[src/hw/rtl/gamepad_serial_poll_assert.svh]
// Assertion macros for the gamepad serial poll block.
`ifndef GAMEPAD_SERIAL_POLL_ASSERT_SVH
`define GAMEPAD_SERIAL_POLL_ASSERT_SVH

// Same-cycle implication, checked on every rising clock edge outside reset.
`define GSP_ASSERT_NOW(lbl, ante, cons, msg) \
    lbl: assert property (@(posedge clk) disable iff (!rst_n) (ante) |-> (cons)) \
        else $error(msg);

// Next-cycle implication, checked on every rising clock edge outside reset.
`define GSP_ASSERT_NEXT(lbl, ante, cons, msg) \
    lbl: assert property (@(posedge clk) disable iff (!rst_n) (ante) |=> (cons)) \
        else $error(msg);

`endif

[src/hw/rtl/gsp_pkg.sv]
// Shared types, constants and the command byte table of the gamepad poller.
package gsp_pkg;

    localparam int unsigned RESP_BYTES = 7;
    localparam logic [3:0]  CMD_BYTES  = 4'd9;
    localparam logic [3:0]  MODE_BYTE  = 4'd1;
    localparam logic [3:0]  FIRST_KEPT = 4'd3;
    localparam logic [3:0]  LAST_KEPT  = 4'd8;
    localparam logic [2:0]  LAST_BIT   = 3'd7;
    localparam logic [15:0] HALF_PERIOD_RESET = 16'd200;

    localparam logic [7:0] CMD_START = 8'h01;
    localparam logic [7:0] CMD_POLL  = 8'h42;
    localparam logic [7:0] CMD_IDLE  = 8'h00;

    localparam int unsigned OUT_TDATA_W = 64;

    typedef logic [7:0] byte_t;

    // Line levels and published response of one tick.
    typedef struct packed {
        logic  cs_n;
        logic  clk_line;
        logic  cmd_line;
        logic  busy;
        logic  done;
        byte_t mode_id;
        logic [15:0] buttons;
        byte_t right_x;
        byte_t right_y;
        byte_t left_x;
        byte_t left_y;
    } result_t;

    function automatic byte_t command_byte(input logic [3:0] idx);
        byte_t b;
        case (idx)
            4'd0:    b = CMD_START;
            4'd1:    b = CMD_POLL;
            default: b = CMD_IDLE;
        endcase
        return b;
    endfunction

endpackage

[src/hw/rtl/gsp_engine.sv]
// Poll sequencer: clock divider, bit/byte counters, capture and publish.
module gsp_engine (
    input  logic              clk,
    input  logic              rst_n,
    input  logic              step,
    input  logic              func,
    input  logic              din,
    input  logic [15:0]       half_period,
    output gsp_pkg::result_t  res
);

    logic                poll_active_reg, poll_active_next;
    logic                low_phase_reg, low_phase_next;
    logic [15:0]         tick_count_reg, tick_count_next;
    logic [2:0]          bit_index_reg, bit_index_next;
    logic [3:0]          byte_index_reg, byte_index_next;
    gsp_pkg::byte_t      shift_reg, shift_next;
    gsp_pkg::byte_t      cap_reg   [gsp_pkg::RESP_BYTES];
    gsp_pkg::byte_t      cap_next  [gsp_pkg::RESP_BYTES];
    gsp_pkg::byte_t      shown_reg [gsp_pkg::RESP_BYTES];
    gsp_pkg::byte_t      shown_next[gsp_pkg::RESP_BYTES];

    logic [15:0]         hp;
    logic [16:0]         tick_inc;
    gsp_pkg::byte_t      shift_full;
    logic [3:0]          byte_inc;
    logic                done;
    gsp_pkg::byte_t      cmd_byte;

    always_comb
    begin
        hp         = (half_period == 16'd0) ? 16'd1 : half_period;
        tick_inc   = {1'b0, tick_count_reg} + 17'd1;
        shift_full = shift_reg | (gsp_pkg::byte_t'(din) << bit_index_reg);
        byte_inc   = byte_index_reg + 4'd1;

        poll_active_next = poll_active_reg;
        low_phase_next   = low_phase_reg;
        tick_count_next  = tick_count_reg;
        bit_index_next   = bit_index_reg;
        byte_index_next  = byte_index_reg;
        shift_next       = shift_reg;
        cap_next         = cap_reg;
        shown_next       = shown_reg;
        done             = 1'b0;

        if (!poll_active_reg)
        begin
            if (func)
            begin
                poll_active_next = 1'b1;
                low_phase_next   = 1'b0;
                tick_count_next  = 16'd0;
                bit_index_next   = 3'd0;
                byte_index_next  = 4'd0;
                shift_next       = '0;
            end
        end
        else if (tick_inc >= {1'b0, hp})
        begin
            tick_count_next = 16'd0;
            if (!low_phase_reg)
            begin
                low_phase_next = 1'b1;
            end
            else
            begin
                low_phase_next = 1'b0;
                if (bit_index_reg != gsp_pkg::LAST_BIT)
                begin
                    bit_index_next = bit_index_reg + 3'd1;
                    shift_next     = shift_full;
                end
                else
                begin
                    if (byte_index_reg == gsp_pkg::MODE_BYTE)
                        cap_next[0] = shift_full;
                    else if (byte_index_reg inside
                             {[gsp_pkg::FIRST_KEPT:gsp_pkg::LAST_KEPT]})
                        cap_next[3'(byte_index_reg - 4'd2)] = shift_full;
                    bit_index_next  = 3'd0;
                    shift_next      = '0;
                    byte_index_next = byte_inc;
                    if (byte_inc >= gsp_pkg::CMD_BYTES)
                    begin
                        poll_active_next = 1'b0;
                        byte_index_next  = 4'd0;
                        done             = 1'b1;
                        shown_next       = cap_next;
                    end
                end
            end
        end
        else
        begin
            tick_count_next = tick_inc[15:0];
        end

        cmd_byte = gsp_pkg::command_byte(byte_index_next);

        res.cs_n     = !poll_active_next;
        res.clk_line = !(poll_active_next && low_phase_next);
        res.cmd_line = poll_active_next ? cmd_byte[bit_index_next] : 1'b1;
        res.busy     = poll_active_next;
        res.done     = done;
        res.mode_id  = shown_next[0];
        res.buttons  = {shown_next[2], shown_next[1]};
        res.right_x  = shown_next[3];
        res.right_y  = shown_next[4];
        res.left_x   = shown_next[5];
        res.left_y   = shown_next[6];
    end

    always_ff @(posedge clk or negedge rst_n)
    begin
        if (!rst_n)
        begin
            poll_active_reg <= 1'b0;
            low_phase_reg   <= 1'b0;
            tick_count_reg  <= '0;
            bit_index_reg   <= '0;
            byte_index_reg  <= '0;
            shift_reg       <= '0;
            for (int i = 0; i < gsp_pkg::RESP_BYTES; i++)
            begin
                cap_reg[i]   <= '0;
                shown_reg[i] <= '0;
            end
        end
        else if (step)
        begin
            poll_active_reg <= poll_active_next;
            low_phase_reg   <= low_phase_next;
            tick_count_reg  <= tick_count_next;
            bit_index_reg   <= bit_index_next;
            byte_index_reg  <= byte_index_next;
            shift_reg       <= shift_next;
            cap_reg         <= cap_next;
            shown_reg       <= shown_next;
        end
    end

endmodule

[src/hw/rtl/gamepad_serial_poll.sv]
// Top level of the gamepad serial poller: stream ports, config and pipeline registers.
// A request is held in the input register, then its result is loaded into the result register and offered on m_tvalid.
// Throughput: one request per cycle while the result side is not stalled; the sequencer steps once per request.
// The input register and the result register each take a new request while the other side waits.
// Reset (rst_n, async, active low): poll idle, published bytes zero, half period 200 ticks.
// After reset no request is pending and no result is offered.
`include "gamepad_serial_poll_assert.svh"

module gamepad_serial_poll (
    input  logic        clk,
    input  logic        rst_n,
    // configuration: half period in ticks
    input  logic        cfg_we,
    input  logic [15:0] cfg_wdata,
    // request stream
    input  logic        s_tvalid,
    output logic        s_tready,
    input  logic [7:0]  s_tdata,   // [0] data_in, [7:1] zero
    input  logic        s_tuser,   // [0] func: 0 tick, 1 start poll
    // result stream
    output logic        m_tvalid,
    input  logic        m_tready,
    output logic [gsp_pkg::OUT_TDATA_W-1:0] m_tdata
    // m_tdata fields, lowest bit up: [0] cs_n, [1] clk_line, [2] cmd_line, [3] busy_res,
    // [4] done_res, [12:5] mode_id, [28:13] buttons, [36:29] right_x, [44:37] right_y,
    // [52:45] left_x, [60:53] left_y, [63:61] zero
);

    logic [15:0]       half_period_reg;
    logic              in_valid_reg;
    logic              in_func_reg;
    logic              in_din_reg;
    logic              out_valid_reg;
    logic [gsp_pkg::OUT_TDATA_W-1:0] out_data_reg;

    logic              out_free;
    logic              advance;
    gsp_pkg::result_t  res;

    // The result register frees when empty or when its request is taken this edge.
    assign out_free = !out_valid_reg || m_tready;
    // Move the held request through the sequencer whenever its result has room.
    assign advance  = in_valid_reg && out_free;
    assign s_tready = !in_valid_reg || out_free;

    // Hold the half period; the user must write it only while the block is idle, the block does not enforce this.
    always_ff @(posedge clk or negedge rst_n)
    begin
        if (!rst_n)
            half_period_reg <= gsp_pkg::HALF_PERIOD_RESET;
        else if (cfg_we)
            half_period_reg <= cfg_wdata;
    end

    // Input register: capture a request, drop it once advanced.
    always_ff @(posedge clk or negedge rst_n)
    begin
        if (!rst_n)
            in_valid_reg <= 1'b0;
        else if (s_tready)
            in_valid_reg <= s_tvalid;
    end

    always_ff @(posedge clk)
    begin
        if (s_tready && s_tvalid)
        begin
            in_func_reg <= s_tuser;
            in_din_reg  <= s_tdata[0];
        end
    end

    // Sequencer state advances by exactly one tick per advanced request.
    gsp_engine u_engine (
        .clk         (clk),
        .rst_n       (rst_n),
        .step        (advance),
        .func        (in_func_reg),
        .din         (in_din_reg),
        .half_period (half_period_reg),
        .res         (res)
    );

    // Result register: load the state after the tick, hold it until taken.
    always_ff @(posedge clk or negedge rst_n)
    begin
        if (!rst_n)
            out_valid_reg <= 1'b0;
        else if (out_free)
            out_valid_reg <= in_valid_reg;
    end

    always_ff @(posedge clk)
    begin
        if (advance)
            out_data_reg <= {3'b000, res.left_y, res.left_x, res.right_y, res.right_x,
                             res.buttons, res.mode_id, res.done, res.busy,
                             res.cmd_line, res.clk_line, res.cs_n};
    end

    assign m_tvalid = out_valid_reg;
    assign m_tdata  = out_data_reg;

    // A held request is never lost while the result side stalls.
    `GSP_ASSERT_NEXT(a_hold_request, in_valid_reg && !out_free, in_valid_reg, "request dropped while stalled")
    // Chip select is low exactly while a poll is busy.
    `GSP_ASSERT_NOW(a_cs_busy, m_tvalid, m_tdata[0] != m_tdata[3], "cs_n does not track busy")
    // A completing poll has already released the bus.
    `GSP_ASSERT_NOW(a_done_idle, m_tvalid && m_tdata[4], !m_tdata[3], "done flagged while busy")
    // Idle bus lines rest high.
    `GSP_ASSERT_NOW(a_idle_lines, m_tvalid && !m_tdata[3], m_tdata[1] && m_tdata[2], "idle lines not high")

endmodule

[config.mk]
export PLATFORM = sky130hd
export DESIGN_NAME = gamepad_serial_poll
export DESIGN_NICKNAME = d
export VERILOG_FILES = /design/src/hw/rtl/gsp_pkg.sv /design/src/hw/rtl/gsp_engine.sv /design/src/hw/rtl/gamepad_serial_poll.sv
export VERILOG_INCLUDE_DIRS = /design/src /design/src/hw/rtl
export SDC_FILE = /design/constraint.sdc
export NUM_CORES = 1
export LEC_CHECK = 0
export BUFFER_PORTS_ARGS = -buffer_cell sky130_fd_sc_hd__buf_2
export CAP_MARGIN = 25
export CORE_ASPECT_RATIO = 0.7
export CORE_MARGIN = 2
export CORE_UTILIZATION = 53
export CTS_BUF_LIST = sky130_fd_sc_hd__clkbuf_8
export DETAILED_ROUTE_END_ITERATION = 6
export PLACE_DENSITY = 0.86
export REMOVE_ABC_BUFFERS = 1
export SLEW_MARGIN = 20
export SYNTH_ARGS = -nofsm -noshare
export SYNTH_HDL_FRONTEND = slang
export SYNTH_SLANG_ARGS = --single-unit
[constraint.sdc]
create_clock -name clk -period 3.8 [get_ports clk]
set_clock_uncertainty 0.2 [all_clocks]
set_input_delay 0.57 -clock clk [delete_from_list [all_inputs] [get_ports clk]]
set_output_delay 0.57 -clock clk [all_outputs]
set_load 0.05 [all_outputs]
==> run metrics, run 1 <==
Mean Syn Cell Area 10.75 sq um; CP endpoint kind flip-flop; Reg clk slew, reported paths 0.07 ns; Area Overhead vs Synth 29.12%; top cells by count, synth dfrtp_1, nand2_1, o21ai_0, edfxtp_1, mux2_2; antenna cells 0; max reg flops 61; core area 19690 sq um; CTS tree built; Worst Setup Start Kind flip-flop; top-count cell post-synth dfrtp_1; Total GRT Usage 21.23%; Seq/Total Area, Yosys 56.42%; worst reg2reg path startpoint u_engine.tick_count_reg[0]$_DFFE_PN0P_; final setup margin -0.1540 ns; die area 21140 sq um; final hold slack 0.02380 ns; hold path startpoint s_tuser; critical path, cell by cell ha_2 -> buf_4 -> buf_4 -> nand3_1 -> xnor2_2 -> ha_1 -> and3_1 -> o21ai_0 -> a311oi_2 -> o31a_2 -> o21ai_4 -> buf_6 -> a21o_1 -> a32oi_2 -> or4b_1 -> a31oi_1; Synth cell types 62; Iter 0 DRT Violations 828; Clock Path Buffers 3; Final Non-Filler Cells 1435; fmax 252.9 MHz; fin nets 1192; Vias per Instance 5.738; cell taking the most area after synthesis dfrtp_1; fin crit share 104.1%; Top cell by count, worst path buf_4; placed insts 1339; Worst Tran Pin Value 0.9934 ns; vias in the first global route 7366; setup repair after global routing missed its margin yes; minimum clock period after layout 3.954 ns; Critical Path Max Stage Delay 0.53 ns; WS Path Type flip-flop to flip-flop; first-pass GRT wire length 36470 um; CP Data Arrival Time 4.14 ns; Clock Sink Count 226; Syn Inst Count 985; Ys Warns 0; initial antenna violation count 0; P per Cell Area 382.0 nW/um^2; Max Cap Viol 0; CP Data Required Time 3.99 ns; vias post-DR 8234; H-tree depth 2; #FFs+latches synth 226; synth top area cells dfrtp_1, edfxtp_1, mux2_2; Horiz. Die Dim 172.9 um; post-route ant nets 0; Worst path slowest cell or4b_1; ys async rst share 72.12%; Port-buffer cells 85; Critical Path Start u_engine.tick_count_reg[0]$_DFFE_PN0P_; TritonCTS buffer count 35; final setup vio count 64; final wirelength 26790 um; number of synthesized flops with an enable pin 63; 1st-pass router iterations 5; largest net degree at the start of global routing 90; Die Span Y 122.3 um; status finished with violations; maximum VDD drop 309.4 uV; I/O pin cnt 96; layout cells sized above 1 38.80%; RD Place Congestion 0.8480; number of fill cells in the layout 1259; failing checks setup timing; DRC 0; dpl hpwl 14400 um; # rows 43; most common flop cell mapped by yosys dfrtp_1; final core occ 69.43%; Congestion Overflow GR 0; per-cell routed wire length 18.67 um; setup TNS -4.000 ns; max_slew headroom 33.47%; final slew viol count 0; final hold vios 0; Post-Syn Area 10590 sq um; Root Buffer clkbuf_8; Initial Utilization 53.77%; Pleak 0.005986 uW; Yosys top cell area share 37.81%; min-delay worst type input pin to flip-flop; Clk Latency, worst-skew pair 0.55 ns; Final Power 5223 uW; Crit Path Max Fanout 5
[timing repair]
item	in CTS	in global routing
setup buffers	0	14
gates resized for setup	4	219
endpoints found under the setup margin	18	179
hold endpoints to repair	71	0
hold buffers	1	0
gates cloned	0	19
pin swaps	3	72
[path summary, 6_finish.rpt]
kind | end | slack (ns) | cells past startpoint
worst max-delay path | m_tdata[2]$_SDFFCE_PP1P_ | -0.15 | 16
worst min-delay path | in_func_reg$_DFFE_PP_ | 0.02 | 1
worst max register to register | m_tdata[2]$_SDFFCE_PP1P_ | -0.15 | 16
worst min register to register | u_engine.cap_reg[24]$_DFFE_PN0P_ | 0.28 | 2
max in group asynchronous | u_engine.shown_reg[4]$_DFFE_PN0P_ | 2.01 | 3
min in group asynchronous | u_engine.shift_reg[3]$_DFFE_PN0P_ | 0.45 | 2
[critical path, delay by kind of cell, from the launching register on]
kind / cells / cell delay (ns)
AOI/OAI and AO/OA: 7 / 1.26
adders and majority gates: 2 / 0.53
xor gates and xnor gates: 1 / 0.18
and+or+nand+nor: 3 / 0.85
DFF: 1 / 0.39
buffers and inverters: 3 / 0.38
[layout by cell type (no fill, tap or decap), types with 4 or more instances in the layout]
| cell type | instances |
|---|---|
| buf_12 | 5 |
| a21oi_2 | 5 |
| nand2_1 | 114 |
| buf_2 | 84 |
| xnor2_1 | 6 |
| nor2_1 | 48 |
| o31ai_1 | 8 |
| a22o_1 | 15 |
| ha_1 | 20 |
| inv_1 | 36 |
| nor2b_1 | 6 |
| nand2b_1 | 5 |
| mux2_2 | 7 |
| nand2_4 | 55 |
| buf_6 | 13 |
| o21ai_0 | 103 |
| xnor2_2 | 6 |
| mux2_4 | 52 |
| edfxtp_1 | 63 |
| clkbuf_8 | 38 |
| o21ai_4 | 21 |
| nand4_1 | 8 |
| nand3_1 | 18 |
| o21ai_2 | 44 |
| buf_4 | 65 |
| and2_1 | 4 |
| a31oi_1 | 7 |
| and3_1 | 5 |
| clkbuf_16 | 10 |
| or3_4 | 4 |
| dfrtp_1 | 160 |
| nand2_2 | 10 |
| nor3_1 | 4 |
| a21oi_1 | 40 |
[metal layers]
layer	wire, um	share of wire, %	global-route usage, %	vias up
li1	-	-	-	3784
met1	11540	43	30.78	4053
met2	12570	47	32.50	342
met3	2120	7.9	4.616	55
met4	555	2.1	6.197	0
met5	0	0	0	-
[cell families (layout without fill, tap and decap cells)]
group | after synthesis | after routing | synth area share [%]
AOI/OAI and AO/OA | 268 | 268 | 16.12
DFF | 226 | 226 | 56.42
muxes | 59 | 59 | 6.274
xor gates and xnor gates | 15 | 15 | 1.241
and+or+nand+nor | 302 | 304 | 13.31
adders and majority gates | 22 | 22 | 2.600
buffers and inverters | 92 | 268 | 4.006
other | 1 | 3 | 0.03541
[cell type report]
cell class | instances | area, sq um | area share [%]
clock buffer | 38 | 523.0 | 3.825
clock inverter | 24 | 132.6 | 0.9701
inverter | 25 | 108.9 | 0.7962
multi-input combinational | 671 | 5110 | 37.38
sequential | 226 | 5974 | 43.70
tap | 270 | 337.8 | 2.471
timing repair buffer | 181 | 1485 | 10.86
[metrics by stage]
step / instance area [sq um] / worst slack [ns]
floorplan: 10270 / -0.5936
global placement: 11570 / -0.007783
detailed placement: 11570 / -0.07176
CTS: 12260 / -0.02633
global route: 13670 / -0.2645
finish: 13670 / -0.1540
[report_power, final]
| group | switching (uW) | internal (uW) |
|---|---|---|
| Combinational | 433 | 192 |
| Clock | 965 | 995 |
| Sequential | 53.6 | 2580 |
No activity file was read; power rests on OpenSTA's default activity.
==> run 2, diff against run 1 <==
REMOVE_ABC_BUFFERS = not set   (was 1)
==> run 2 against run 1 <==
Compared with the run above:
- the flow finishes with violations (hold timing, setup timing)
- global-route usage grew 1.9 points
- clock power increased by 6%
- design area increased by 5.9%
- critical path depth did not move
- clock-buffer cell count up 2
- first-iteration DRC count grew 41%
- cell count increased by 0.98%
- sequential power is essentially flat
- combinational power decreased by 1%
- via count is 12% higher
- worst setup slack got worse by 0.30 ns
- register-to-register slack got worse by 0.30 ns
==> run metrics, run 2 (same netlist as run 1, synthesis figures left out) <==
die area 21140 sq um; sw frac 28.93%; final wirelength 33890 um; Horiz. Die Dim 172.9 um; WS Path Type flip-flop to flip-flop; Worst Tran Pin Value 1.271 ns; CP Data Arrival Time 4.45 ns; I/O pin cnt 96; per-cell routed wire length 23.39 um; vias post-DR 9231; clock power share 38.8%; Root Buffer clkbuf_8; setup repair after global routing missed its margin yes; Worst Setup Start Kind flip-flop; fmax 235.1 MHz; Pleak 0.006214 uW; failing checks hold timing, setup timing; DRC 0; H-tree depth 2; Sequential Power Share 49.6%; Design Area, Final 14480 sq um; Hold Crit Depth 1; minimum clock period after layout 4.253 ns; first-pass GRT wire length 39290 um; Vias per Instance 6.371; dpl cell area 11520 sq um; Clock Path Buffers 3; Setup WS pre-CTS -0.1673 ns; # rows 43; dpl hpwl 14530 um; P per Cell Area 368.0 nW/um^2; fin crit share 111.9%; Cell Int Power 3788 uW; max reg flops 61; final setup margin -0.4531 ns; worst r2r path cells 16; Final Power 5330 uW; Total GRT Usage 23.17%; Area Overhead vs Synth 36.78%; CP endpoint kind flip-flop; most frequent cells in the layout dfrtp_1, nand2_1, buf_2; Congestion Overflow GR 0; core area 19690 sq um; vias in the first global route 7865; antenna cells 0; final hold vios 2; final slew viol count 0; maximum VDD drop 249.9 uV; status finished with violations; commonest non-fill, non-tap cell in the layout dfrtp_1; fin nets 1205; max_slew headroom 14.87%; TritonCTS buffer count 35; Comb pwr share 11.6%; largest net degree at the start of global routing 81; layout cells sized above 1 47.07%; RD Place Congestion 0.8928; Clk Latency, worst-skew pair 0.57 ns; Max Cap Viol 0; min-delay worst type input pin to flip-flop; Clock Sink Count 226; net load switching power 1542 uW; CTS tree built; post-route ant nets 0; CP Data Required Time 4.00 ns; initial antenna violation count 0; 1st-pass router iterations 7; Port-buffer cells 85; Reg clk slew, reported paths 0.08 ns; Crit Path Max Fanout 6; setup TNS -49.59 ns; Initial Utilization 53.77%; Die Span Y 122.3 um; final core occ 73.55%; final hold slack -0.005313 ns; Iter 0 DRT Violations 1167; final setup vio count 186
-- run 2: cell types whose count changed in the layout (fill, tap and decap cells not counted), sizes merged --
cell | before | now
buf | 170 | 183
clkbuf | 48 | 50
clkinv | 7 | 9
clkinvlp | 2 | 0
inv | 39 | 38
-- run 2: per-layer routing --
layer / vias up / global-route usage [%] / routed length, um
met2: 703 / 36.10 / 15840
met3: 197 / 5.235 / 3332
met4: 0 / 8.951 / 1743
met5: - / 0 / 0
met1: 4500 / 32.08 / 12980
li1: 3831 / - / -
-- run 2: path summary, 6_finish.rpt --
path / start / endpoint / slack, ns
setup / recovery: u_engine.tick_count_reg[5]$_DFFE_PN0P_ / u_engine.shown_reg[22]$_DFFE_PN0P_ / -0.45
hold / removal: s_tdata[0] / in_din_reg$_DFFE_PP_ / -0.005
setup reg to reg: u_engine.tick_count_reg[5]$_DFFE_PN0P_ / u_engine.shown_reg[22]$_DFFE_PN0P_ / -0.45
hold reg to reg: u_engine.cap_reg[27]$_DFFE_PN0P_ / u_engine.cap_reg[27]$_DFFE_PN0P_ / 0.29
max in group asynchronous: rst_n / u_engine.shift_reg[3]$_DFFE_PN0P_ / 2.10
min in group asynchronous: rst_n / half_period_reg[13]$_DFFE_PN0P_ / 0.43
-- run 2: power groups by stage --
stage / combinational, uW / sequential, uW / clock (uW)
2_1_floorplan: 239 / 2810 / 0
3_3_place_gp: 533 / 2680 / 0
3_5_place_dp: 545 / 2680 / 0
4_1_cts: 556 / 2640 / 1980
5_1_grt: 650 / 2650 / 2170
6_report: 616 / 2650 / 2070
-- run 2: repair_timing --
action / CTS / global route
endpoints found under the setup margin: 136 / 179
hold buffers: 1 / 0
gates cloned: 2 / 19
gates resized for setup: 21 / 393
setup buffers: 21 / 16
pin swaps: 12 / 109
endpoints found under the hold margin: 75 / 0
-- run 2: area by class of cell --
type	instances	area [sq um]
sequential	226	5974
clock buffer	40	550.5
clock inverter	23	121.4
timing repair buffer	194	1755
multi-input combinational	671	5643
inverter	25	101.3
tap	270	337.8
fill	1102	5207
-- run 2: critical path, stage by stage, from the launching register on --
cell       delay (ns)
dfrtp_1          0.36
and4_4           0.23
and4_4           0.30
nand4_1          0.18
xnor2_1          0.21
ha_1             0.34
nand3_2          0.07
or2_4            0.27
a311oi_2         0.29
o31a_2           0.26
buf_6            0.12
o21ai_4          0.07
or3_4            0.54
clkbuf_16        0.24
nand2_4          0.08
o21ai_4          0.06
mux2_4           0.27
-- run 2: stage by stage --
| stage | instances | hold WS (ns) |
|---|---|---|
| floorplan | 987 | 0.07441 |
| global placement | 1327 | 0.2566 |
| detailed placement | 1327 | 0.2640 |
| CTS | 1414 | 0.01603 |
| global route | 1449 | 0.001069 |
| finish | 1449 | -0.005313 |
